[src/hw/rtl/scpr_pkg.sv]
`default_nettype none
package scpr_pkg;

  localparam int unsigned COMB_COUNT = 4;
  localparam int unsigned LINE_W     = 2;
  localparam int unsigned DELAY_W    = 13;
  localparam int unsigned COEF_W     = 16;
  localparam int unsigned WET_W      = 17;
  localparam int unsigned CFG_ADDR_W = 3;
  localparam int unsigned CFG_DATA_W = 17;

  localparam logic [DELAY_W-1:0] DELAY0_RST   = 13'd1776;
  localparam logic [DELAY_W-1:0] DELAY1_RST   = 13'd1968;
  localparam logic [DELAY_W-1:0] DELAY2_RST   = 13'd2064;
  localparam logic [DELAY_W-1:0] DELAY3_RST   = 13'd2256;
  localparam logic [COEF_W-1:0]  FEEDBACK_RST = 16'd50790;
  localparam logic [COEF_W-1:0]  DAMPING_RST  = 16'd16384;
  localparam logic [DELAY_W-1:0] PREDELAY_RST = 13'd0;
  localparam logic [WET_W-1:0]   WET_RST      = 17'd32768;
  localparam logic [WET_W-1:0]   UNITY_GAIN   = 17'd65536;

  typedef enum logic [CFG_ADDR_W-1:0] {
    REG_DELAY0   = 3'd0,
    REG_DELAY1   = 3'd1,
    REG_DELAY2   = 3'd2,
    REG_DELAY3   = 3'd3,
    REG_FEEDBACK = 3'd4,
    REG_DAMPING  = 3'd5,
    REG_PREDELAY = 3'd6,
    REG_WET      = 3'd7
  } cfg_reg_e;

  typedef enum logic [3:0] {
    S_IDLE,
    S_PRE_RD,
    S_PRE_LAT,
    S_RD,
    S_MUL,
    S_DAMP,
    S_FBMUL,
    S_WR,
    S_MIXMUL,
    S_MIX
  } state_e;

  typedef struct packed {
    logic              load_in;
    logic              pre_rd;
    logic              pre_lat;
    logic              comb_rd;
    logic              mul_damp;
    logic              damp_upd;
    logic              mul_fb;
    logic              comb_wr;
    logic              mul_mix;
    logic              mix_out;
    logic [LINE_W-1:0] line;
  } cmd_t;

  typedef struct packed {
    logic pre_on;
  } stat_t;

endpackage
`default_nettype wire

[src/hw/rtl/scpr_ctrl.sv]
`default_nettype none
module scpr_ctrl
  import scpr_pkg::*;
(
  input  wire   clk_i,
  input  wire   rst_ni,
  input  wire   in_valid_i,
  output logic  in_ready_o,
  output logic  out_valid_o,
  input  wire   out_ready_i,
  input  stat_t stat_i,
  output cmd_t  cmd_o
);

  state_e state_q, state_d;
  logic [LINE_W-1:0] line_q, line_d;
  logic out_valid_q, out_valid_d;
  logic last_line;
  logic out_free;

  assign last_line = (line_q == LINE_W'(COMB_COUNT - 1));
  assign out_free  = !out_valid_q || out_ready_i;

  always_comb begin
    state_d = state_q;
    line_d  = line_q;
    case (state_q)
      S_IDLE: begin
        line_d = '0;
        if (in_valid_i) begin
          state_d = stat_i.pre_on ? S_PRE_RD : S_RD;
        end
      end
      S_PRE_RD:  state_d = S_PRE_LAT;
      S_PRE_LAT: state_d = S_RD;
      S_RD:      state_d = S_MUL;
      S_MUL:     state_d = S_DAMP;
      S_DAMP:    state_d = S_FBMUL;
      S_FBMUL:   state_d = S_WR;
      S_WR: begin
        if (last_line) begin
          state_d = S_MIXMUL;
        end else begin
          line_d  = line_q + 1'b1;
          state_d = S_RD;
        end
      end
      S_MIXMUL: state_d = S_MIX;
      S_MIX: begin
        if (out_free) begin
          state_d = S_IDLE;
        end
      end
      default: state_d = S_IDLE;
    endcase
  end

  always_comb begin
    cmd_o       = '0;
    cmd_o.line  = line_q;
    in_ready_o  = 1'b0;
    out_valid_d = out_valid_q && !out_ready_i;
    case (state_q)
      S_IDLE: begin
        in_ready_o    = 1'b1;
        cmd_o.load_in = in_valid_i;
      end
      S_PRE_RD:  cmd_o.pre_rd   = 1'b1;
      S_PRE_LAT: cmd_o.pre_lat  = 1'b1;
      S_RD:      cmd_o.comb_rd  = 1'b1;
      S_MUL:     cmd_o.mul_damp = 1'b1;
      S_DAMP:    cmd_o.damp_upd = 1'b1;
      S_FBMUL:   cmd_o.mul_fb   = 1'b1;
      S_WR:      cmd_o.comb_wr  = 1'b1;
      S_MIXMUL:  cmd_o.mul_mix  = 1'b1;
      S_MIX: begin
        if (out_free) begin
          cmd_o.mix_out = 1'b1;
          out_valid_d   = 1'b1;
        end
      end
      default: ;
    endcase
  end

  assign out_valid_o = out_valid_q;

  always_ff @(posedge clk_i or negedge rst_ni) begin
    if (!rst_ni) begin
      state_q     <= S_IDLE;
      line_q      <= '0;
      out_valid_q <= 1'b0;
    end else begin
      state_q     <= state_d;
      line_q      <= line_d;
      out_valid_q <= out_valid_d;
    end
  end

endmodule
`default_nettype wire

[config.mk]
export PLATFORM = sky130hd
export DESIGN_NAME = scpr_ctrl
export DESIGN_NICKNAME = d
export VERILOG_FILES = /design/src/hw/rtl/scpr_pkg.sv /design/src/hw/rtl/scpr_ctrl.sv
export SDC_FILE = /design/constraint.sdc
export NUM_CORES = 1
export LEC_CHECK = 0
export ABC_AREA = 1
export BUFFER_PORTS_ARGS = -buffer_cell sky130_fd_sc_hd__buf_2
export CAP_MARGIN = 20
export CORE_AREA = 4 4 41 43
export DETAILED_ROUTE_END_ITERATION = 7
export DIE_AREA = 0 0 45 47
export GPL_TIMING_DRIVEN = 0
export SYNTH_ARGS = -nofsm -noshare
export SYNTH_HDL_FRONTEND = slang
export SYNTH_SLANG_ARGS = --single-unit
[constraint.sdc]
create_clock -name clk_i -period 1.2 [get_ports clk_i]
set_input_delay 0.12 -clock clk_i [delete_from_list [all_inputs] [get_ports clk_i]]
set_output_delay 0.12 -clock clk_i [all_outputs]
set_load 0.02 [all_outputs]
Word level (Yosys, flattened, before mapping)
Index checks and enable logic that the tools add are counted.

Register bits: 7. Word-level logic and storage cells: 46. Output and inout bits: 14. Bits of input ports: 5.

Muxes and demuxes: 21. Reduce and logical (&&, ||, !) cells: 8. Add/sub/neg operators: 1. Eq/ne operators: 13.

Operator list (count): 4-bit case mux with 10 select lines (1); 4-bit by 3-bit equality test with 1-bit output, second input constant (4); 1-bit 2-to-1 mux (14); 4-bit 2-to-1 mux (3); 4-bit by 2-bit equality test with 1-bit output, second input constant (2); 4-bit equality test, second input constant (2); 2-bit inequality test, second input constant (3); 4-bit by 1-bit equality test with 1-bit output, second input constant (1); 4-bit zero test (1); 2-bit 2-to-1 mux (2); 2-bit case mux with 2 select lines (1); 2-bit AND reduction (2); 2-bit by 1-bit adder with 2-bit output, second input constant (1); 2-bit equality test, second input constant (1); 1-bit zero test (2); 2-bit nonzero test (1); 1-bit logical AND (1); 1-bit logical OR (1).

Logic depth before layout (Yosys ltp)
Gate-level depths: netlist of the first run.

Depth after elaboration: 4. Depth in mapped cells: 7. Depth with buffers taken out: 7.

Worst setup path after synthesis of the first run
Ideal clock, no wire load.

Kind: register to output. Start: reg state_q[2]. End: out cmd_o[9] (netlist bit). Slack: -0.037 ns. Path buffers: 0. Arrival: 1.117 ns. Stages on the path, launching flop included: 4. Cells stage by stage: dfrtp_1 > nor2_1 > inv_1 > nor3_1.

RTL lines: start, declared (line scpr_ctrl.sv:15) `state_e state_q, state_d;`; start signal, assigned (line scpr_ctrl.sv:94) `state_q <= state_d;`; end, declared (line scpr_ctrl.sv:12) `output cmd_t cmd_o`.

==> flow_summary.toml, run 1 <==
[drt]
ant_nets = 0
drc = 0
drt_pass1_iterations = 4
wl_per_cell_um = 10.7
drt_iter0_drc = 13
num_vias = 514
routed_wl_um = 1150
via_per_inst = 4.76

[final_layout]
fin_util = 0.560
layout-drive-gt1-share = 0.559
multiInputGateArea_um2 = 260
final_nets = 100
antenna_cells = 0
n_fill_cell = 144
syn2layout_area_growth_pct = 63.0
regArea_um2 = 180

[timing]
worstMarginPinSlew_ns = 0.168
hold_viol_final = 0
finalSetupViolCount = 12
clock.fmax_mhz = 740
tns_ns = -1.30
fin_crit_sh = 1.13
fin_crit_ns = 1.35
slew_headroom = 0.888
clock_skew_ns = 0.00695
rsz0062_at_grt = "true"
hold_ws_ns = 0.0784
drv_slew = 0
setup_ws_ns = -0.151

[synth]
synth_top_family_by_area = "simple AND/OR/NAND/NOR gates"
synth_compound_area_frac = 0.0392
synthFlopType = "dfrtp_1"
ys_seq_area_frac = 0.392
synthMuxAreaShare = 0
synth_top_cell_by_area = "dfrtp_1"
synth_commonest_cells = "12 x inv_1, 10 x nand2_1, 9 x nor2_1, 8 x nand3_1, 7 x dfrtp_1"
syn_area_um2 = 447
postSynth.asyncResetShare = 1.00
synth.avg_cell_area_um2 = 6.98
synth_most_common_cell = "inv_1"
synthXorXnorAreaFrac = 0
synthAdderAreaFrac = 0.0280
synth_edf_count = 0
ys.warnings.count = 0
synth_seq_cells = 7
syn_nets = 70
ys_types = 16
synth_cells = 64
yosys.area_share.simple = 0.403
synthDominantCellAreaShare = 0.392
ys_top_cells_by_area = "dfrtp_1 39%, inv_1 10%, nand3_1 9.0%, nand2_1 8.4%, nor2_1 7.6%"

[power]
irDropWorstVdd_uv = 1060
p_leak_nw = 0.400
powerDensity_nw_per_um2 = 2650
p_total_mw = 1.93

[floorplan]
ios = 19
core-area_um2 = 1300
dieArea_um2 = 2120
core.rowCount = 13
die_x_um = 45
start_util = 0.343
die_y_um = 47

[global_route]
grt_max_degree = 8
grt_pass1_wl_um = 2130
gr-total-overflow = 0
grtUsageTotal = 0.141
antenna_found_initial = 0
grt_pass1_vias = 531

[status]
status = "complete, but fails checks"
violations = "setup timing"

[critical_path]
critPathMaxStageDelay_ns = 0.44
critPathLaunchType = "register"
crit_type = "register to output port"
endpoint_kind = "output port"
critPathRequiredTime_ns = 1.08
cp_cell_sequence = "nor2_4, nand2_2, nor2_1, buf_4"
critPathMaxFanout = 4
crit_arrival_ns = 1.23
cp_slowest_cell = "dfrtp_2"

[place]
routabilityCongestion = 0.794
io_buffer_count = 18
dp_hpwl_um = 857

[job]
maxCapViolCount = 0

[clock_tree]
insertion_delay_ns = 0.26
cts_buffers = 3
clk_path_buf_depth = 2
ctsRootBufferMaster = "clkbuf_4"
cts.sinks = 7
clkSlewWorstSetupHoldPaths_ns = 0.05
cts_tree = "done"
h-tree-depth = 1

[min_path]
worstHoldPathType = "input pin to register"
[kinds of logic after synthesis]
group,count (synthesis)
AND/OR/NAND/NOR,37
flip-flops,7
adder cells (fa/ha/maj),1
AO/OA/AOI/OAI,3
buffers and inverters,16
[what timing repair did]
item | 4_1_cts | 5_1_grt
pin swaps | 5 | 2
endpoints found under the hold margin | 7 | 0
endpoints found under the setup margin | 11 | 15
hold buffers | 1 | 0
gates resized for setup | 25 | 5
buffers inserted | 6 | 0
[worst max-delay path: cells and delay by family (launching register included)]
kind,cells,cell delay [ns]
flip-flops,1,0.44
AND/OR/NAND/NOR,3,0.38
buffers and inverters,1,0.14
[placed cells by master, fill, tap and decap left out, types with 2 or more instances in the layout]
cell type,count
clkbuf_4,3
nor2_2,4
buf_4,12
buf_6,3
buf_2,9
nand2_1,9
nor2_1,5
nor2_4,4
nand2_2,2
dfrtp_2,4
nor3_2,2
dfrtp_1,3
nand3_1,8
inv_2,5
inv_1,9
[layer usage]
metal	wire, um	GRT usage
met2	583	0.232
met3	87	0.0307
met4	27	0.0877
met5	0	0
met1	452	0.167
[area by class of cell]
| type | instances | area share |
|---|---|---|
| multi-input cells | 41 | 0.357 |
| flip-flops and latches | 7 | 0.247 |
| repair buffers | 25 | 0.246 |
| inverters | 16 | 0.0876 |
| clock buffers | 4 | 0.0361 |
| well taps | 15 | 0.0258 |
[where the power goes]
group | internal [mW] | switching [mW]
clock network | 0.127 | 0.0879
logic | 0.544 | 0.718
registers | 0.330 | 0.120
[final timing paths]
check / start / endpoint / slack [ns] / cells after the start
max reg2reg: state_q[2] / state_q[0] / -0.01 / 8
max in group asynchronous: rst_ni / state_q[0] / 0.79 / 2
max: state_q[2] / cmd_o[11] / -0.15 / 4
min: out_ready_i / out_valid_o / 0.08 / 2
min in group asynchronous: rst_ni / state_q[3] / 0.23 / 2
min reg2reg: line_q[0] / line_q[0] / 0.51 / 1
[flip-flops by register name, summed over array words and instances, names as in the netlist]
signal and flops:
line_q 2, out_valid_o 1, state_q 4
[through the flow]
| stage | worst slack [ns] | instances | instance area [um2] |
|---|---|---|---|
| after floorplan | 0.0106 | 64 | 454 |
| after CTS | -0.164 | 108 | 721 |
| after detailed placement | -0.0480 | 97 | 563 |
| final | -0.151 | 108 | 728 |
| after global routing | -0.216 | 108 | 728 |
| after global placement | -0.0302 | 97 | 563 |
Note: power is estimated with default switching activity, not from simulation.
==> inputs of run 2 (changes only) <==
Settings changed: GPL_TIMING_DRIVEN 0 to default.
==> flow_summary.toml, run 2 (synthesis results as in run 1) <==
[final_layout]
syn2layout_area_growth_pct = 77.0
antenna_cells = 0
final_cell_mix = "11 x buf_4, 9 x inv_1, 9 x nand2_1"
layout_commonest_cell = "buf_4"
fin_util = 0.608
final_nets = 103
largest_register = "state_q"
layout-drive-gt1-share = 0.573
fin_cells = 111
largest_reg_flops = 4

[critical_path]
cp_top_family = "flip-flops"
endpoint_kind = "output port"
cp.depth = 5
crit_arrival_ns = 1.25
path_common_cell = "buf_4"
critPathMaxFanout = 3
critPathRequiredTime_ns = 1.08
critPathLaunchType = "register"
crit_buf_inv = 2
cp_cell_sequence = "buf_4, nor2_4, nand2_1, nor2_1, buf_4"
cp_slowest_cell = "dfrtp_1"
critPathMaxStageDelay_ns = 0.40
reg2reg_depth = 8
crit_type = "register to output port"

[drt]
drt_iter0_drc = 6
num_vias = 522
via_per_inst = 4.70
ant_nets = 0
wl_per_cell_um = 11.3
routed_wl_um = 1250
drc = 0
drt_pass1_iterations = 4

[floorplan]
dieArea_um2 = 2120
start_util = 0.343
die_x_um = 45
core.rowCount = 13
ios = 19
core-area_um2 = 1300
die_y_um = 47

[timing]
clock_skew_ns = 0.000701
worstMarginPinSlew_ns = 0.171
finalSetupViolCount = 11
clock.fmax_mhz = 729
setup_ws_ns = -0.172
fin_crit_sh = 1.14
fin_crit_ns = 1.37
rsz0062_at_grt = "true"
hold_viol_final = 0
hold_ws_ns = 0.0713
slew_headroom = 0.886
drv_slew = 0

[min_path]
hold_depth = 2
worstHoldPathType = "input pin to register"

[clock_tree]
cts.sinks = 7
ctsRootBufferMaster = "clkbuf_4"
cts_tree = "done"
clkSlewWorstSetupHoldPaths_ns = 0.05
insertion_delay_ns = 0.25
h-tree-depth = 1
cts_buffers = 3
clk_path_buf_depth = 2

[global_route]
grtUsageTotal = 0.127
antenna_found_initial = 0
gr-total-overflow = 0
grt_max_degree = 8
grt_pass1_wl_um = 1880
grt_pass1_vias = 473

[place]
dp_hpwl_um = 925
routabilityCongestion = 0.811
io_buffer_count = 18
dpl.cell_count = 101
place_ws_ns = -0.00615

[power]
p_total_mw = 2.12
switching_share = 0.472
switchingPower_mw = 0.998
powerDensity_nw_per_um2 = 2680
p_leak_nw = 0.434
power_frac_seq = 0.201
pwr-share-clk = 0.099
p_comb_frac = 0.701
internal_power_mw = 1.12
irDropWorstVdd_uv = 1130

[status]
status = "complete, but fails checks"
violations = "setup timing"

[job]
maxCapViolCount = 0
-- run 2: stage by stage --
stage,setup TNS (ns),instance area (um2)
2_1_floorplan,0,454
3_3_place_gp,0,593
3_5_place_dp,-0.00615,593
4_1_cts,-1.45,683
5_1_grt,-2.27,791
6_report,-1.34,791
-- run 2: power by group through the flow --
stage / clock network, mW / registers, mW / logic (mW)
2_1_floorplan: 0 / 0.433 / 0.622
3_3_place_gp: 0 / 0.385 / 0.997
3_5_place_dp: 0 / 0.385 / 1.01
4_1_cts: 0.217 / 0.390 / 1.17
5_1_grt: 0.243 / 0.434 / 1.62
6_report: 0.209 / 0.425 / 1.48
-- run 2: final cells by class --
class	count	area [um2]
fill	125	510
multi-input combinational	41	282
timing repair buffer	28	223
sequential	7	178
inverter	16	63.8
clock buffer	4	26.3
tap	15	18.8
-- run 2: worst paths after layout --
path / from / slack [ns] / endpoint
min in group asynchronous: rst_ni / 0.25 / out_valid_o
worst min-delay path: out_ready_i / 0.07 / out_valid_o
worst max register to register: state_q[3] / 0.03 / state_q[0]
worst min register to register: line_q[0] / 0.51 / line_q[0]
worst max-delay path: state_q[1] / -0.17 / cmd_o[2]
max in group asynchronous: rst_ni / 0.77 / state_q[3]
-- run 2: timing repair --
| action | CTS | global route |
|---|---|---|
| pin swaps | 0 | 2 |
| endpoints found under the hold margin | 7 | 0 |
| setup endpoints to repair | 13 | 13 |
| buffers inserted | 2 | 4 |
| hold buffers | 1 | 0 |
| gates resized for setup | 13 | 26 |
-- run 2: per-layer routing --
metal  GRT usage  wire length (um)
met1       0.152               506
met2       0.203               647
met3      0.0153                69
met4       0.105                29
met5           0                 0
==> inputs of run 3 (changes only) <==
Settings changed: CTS_BUF_LIST from default to sky130_fd_sc_hd__clkbuf_8.
==> flow_summary.toml, run 3 (synthesis results as in run 1) <==
[critical_path]
rrSetupSlack_ns = 0.05
cp_slowest_cell = "dfrtp_1"
crit_buf_inv = 2
critPathRequiredTime_ns = 1.08
r2r-end = "state_q[0]"
crit_arrival_ns = 1.22
cp_top_family = "flip-flops"
cp_cell_sequence = "buf_4, nor2_4, nand2_1, nor2_1, buf_4"
critPathMaxFanout = 3
critPathLaunchType = "register"
crit_type = "register to output port"
path_common_cell = "buf_4"
r2r_start = "state_q[1]"
worstSetupStartpoint = "state_q[1]"
reg2reg_depth = 7
endpoint_kind = "output port"
critPathMaxStageDelay_ns = 0.40

[final_layout]
antenna_cells = 0
n_fill_cell = 119
final_cell_mix = "11 x buf_4, 10 x inv_1, 9 x nand2_1"
regArea_um2 = 178
largest_reg_flops = 4
multiInputGateArea_um2 = 289
layout_commonest_cell = "buf_4"
fin_cells = 110
layout-drive-gt1-share = 0.568
syn2layout_area_growth_pct = 80.4
largest_register = "state_q"
fin_util = 0.619
final_nets = 102

[place]
io_buffer_count = 18
routabilityCongestion = 0.811
dp_hpwl_um = 925
dpl.cell_count = 101

[timing]
rsz0062_at_grt = "true"
hold_ws_ns = 0.0973
fin_crit_ns = 1.34
drv_slew = 0
fin_crit_sh = 1.12
slew_headroom = 0.889
clock.fmax_mhz = 745
setup_ws_ns = -0.142
hold_viol_final = 0
clock_skew_ns = 0.00111
tns_ns = -1.01
worstMarginPinSlew_ns = 0.166
finalSetupViolCount = 10

[floorplan]
die_y_um = 47
dieArea_um2 = 2120
core.rowCount = 13
die_x_um = 45
start_util = 0.343
ios = 19
core-area_um2 = 1300

[drt]
drt_iter0_drc = 3
drt_pass1_iterations = 4
wl_per_cell_um = 10.9
num_vias = 511
routed_wl_um = 1200
via_per_inst = 4.65
ant_nets = 0
drc = 0

[clock_tree]
cts_buffers = 3
cts.sinks = 7
cts_tree = "done"
clk_path_buf_depth = 2
insertion_delay_ns = 0.22
clkSlewWorstSetupHoldPaths_ns = 0.04
h-tree-depth = 1
ctsRootBufferMaster = "clkbuf_8"

[min_path]
min-delay-start = "out_ready_i"
worstHoldPathType = "input pin to register"
holdPathEnd = "out_valid_o"
hold_depth = 2

[global_route]
gr-total-overflow = 0
antenna_found_initial = 0
grt_pass1_wl_um = 1910
grt_max_degree = 8
grtUsageTotal = 0.129
grt_pass1_vias = 464

[power]
irDropWorstVdd_uv = 1260
powerDensity_nw_per_um2 = 2740
p_leak_nw = 0.441

[status]
status = "complete, but fails checks"
violations = "setup timing"

[job]
maxCapViolCount = 0
## run 3: changes by cell type in the layout (fill, tap and decap cells not counted)
cell / before / now
clkbuf_1: 1 / 0
buf_6: 8 / 7
nand3_2: 3 / 2
clkbuf_4: 3 / 0
clkbuf_8: 0 / 3
inv_1: 9 / 10
nand3_4: 0 / 1
## run 3: worst max-delay path by stage
stage	end	cells past startpoint
finish	cmd_o[2]	5
global route	cmd_o[2]	5
CTS	cmd_o[11]	4
detailed placement	state_q[0]	7
global placement	state_q[0]	7
floorplan	cmd_o[5]	3
## run 3: metal layers
| metal | vias up | global-route usage | wire length [um] |
|---|---|---|---|
| met5 | - | 0 | 0 |
| met4 | 0 | 0.105 | 26 |
| met3 | 4 | 0.0230 | 69 |
| met2 | 18 | 0.195 | 581 |
| met1 | 227 | 0.161 | 523 |
| li1 | 262 | - | - |
## run 3: cell type report
type                    instances  area share
multi-input cells              41       0.359
repair buffers                 27       0.262
flip-flops and latches          7       0.220
inverters                      16      0.0792
clock buffers                   3      0.0512
well taps                      15      0.0233
clock inverters                 1     0.00466
## run 3: through the flow
step | worst slack (ns) | power, mW | area, um2
5_1_grt | -0.207 | 2.38 | 806
3_3_place_gp | 0.0221 | 1.38 | 593
4_1_cts | -0.145 | 1.89 | 702
2_1_floorplan | 0.0106 | 1.06 | 454
3_5_place_dp | -0.00615 | 1.39 | 593
6_report | -0.142 | 2.21 | 806
## run 3: timing repair
item                                    4_1_cts  5_1_grt
setup buffers                                 2        3
pin swaps                                     0        2
endpoints found under the setup margin       13       13
gates resized for setup                      13       26
hold buffers                                  1        0
hold endpoints to repair                      7        0
## run 3: report_power, final
part	internal, mW	switching [mW]
Combinational	0.646	0.817
Sequential	0.324	0.100
Clock	0.221	0.0989
Total	1.19	1.02
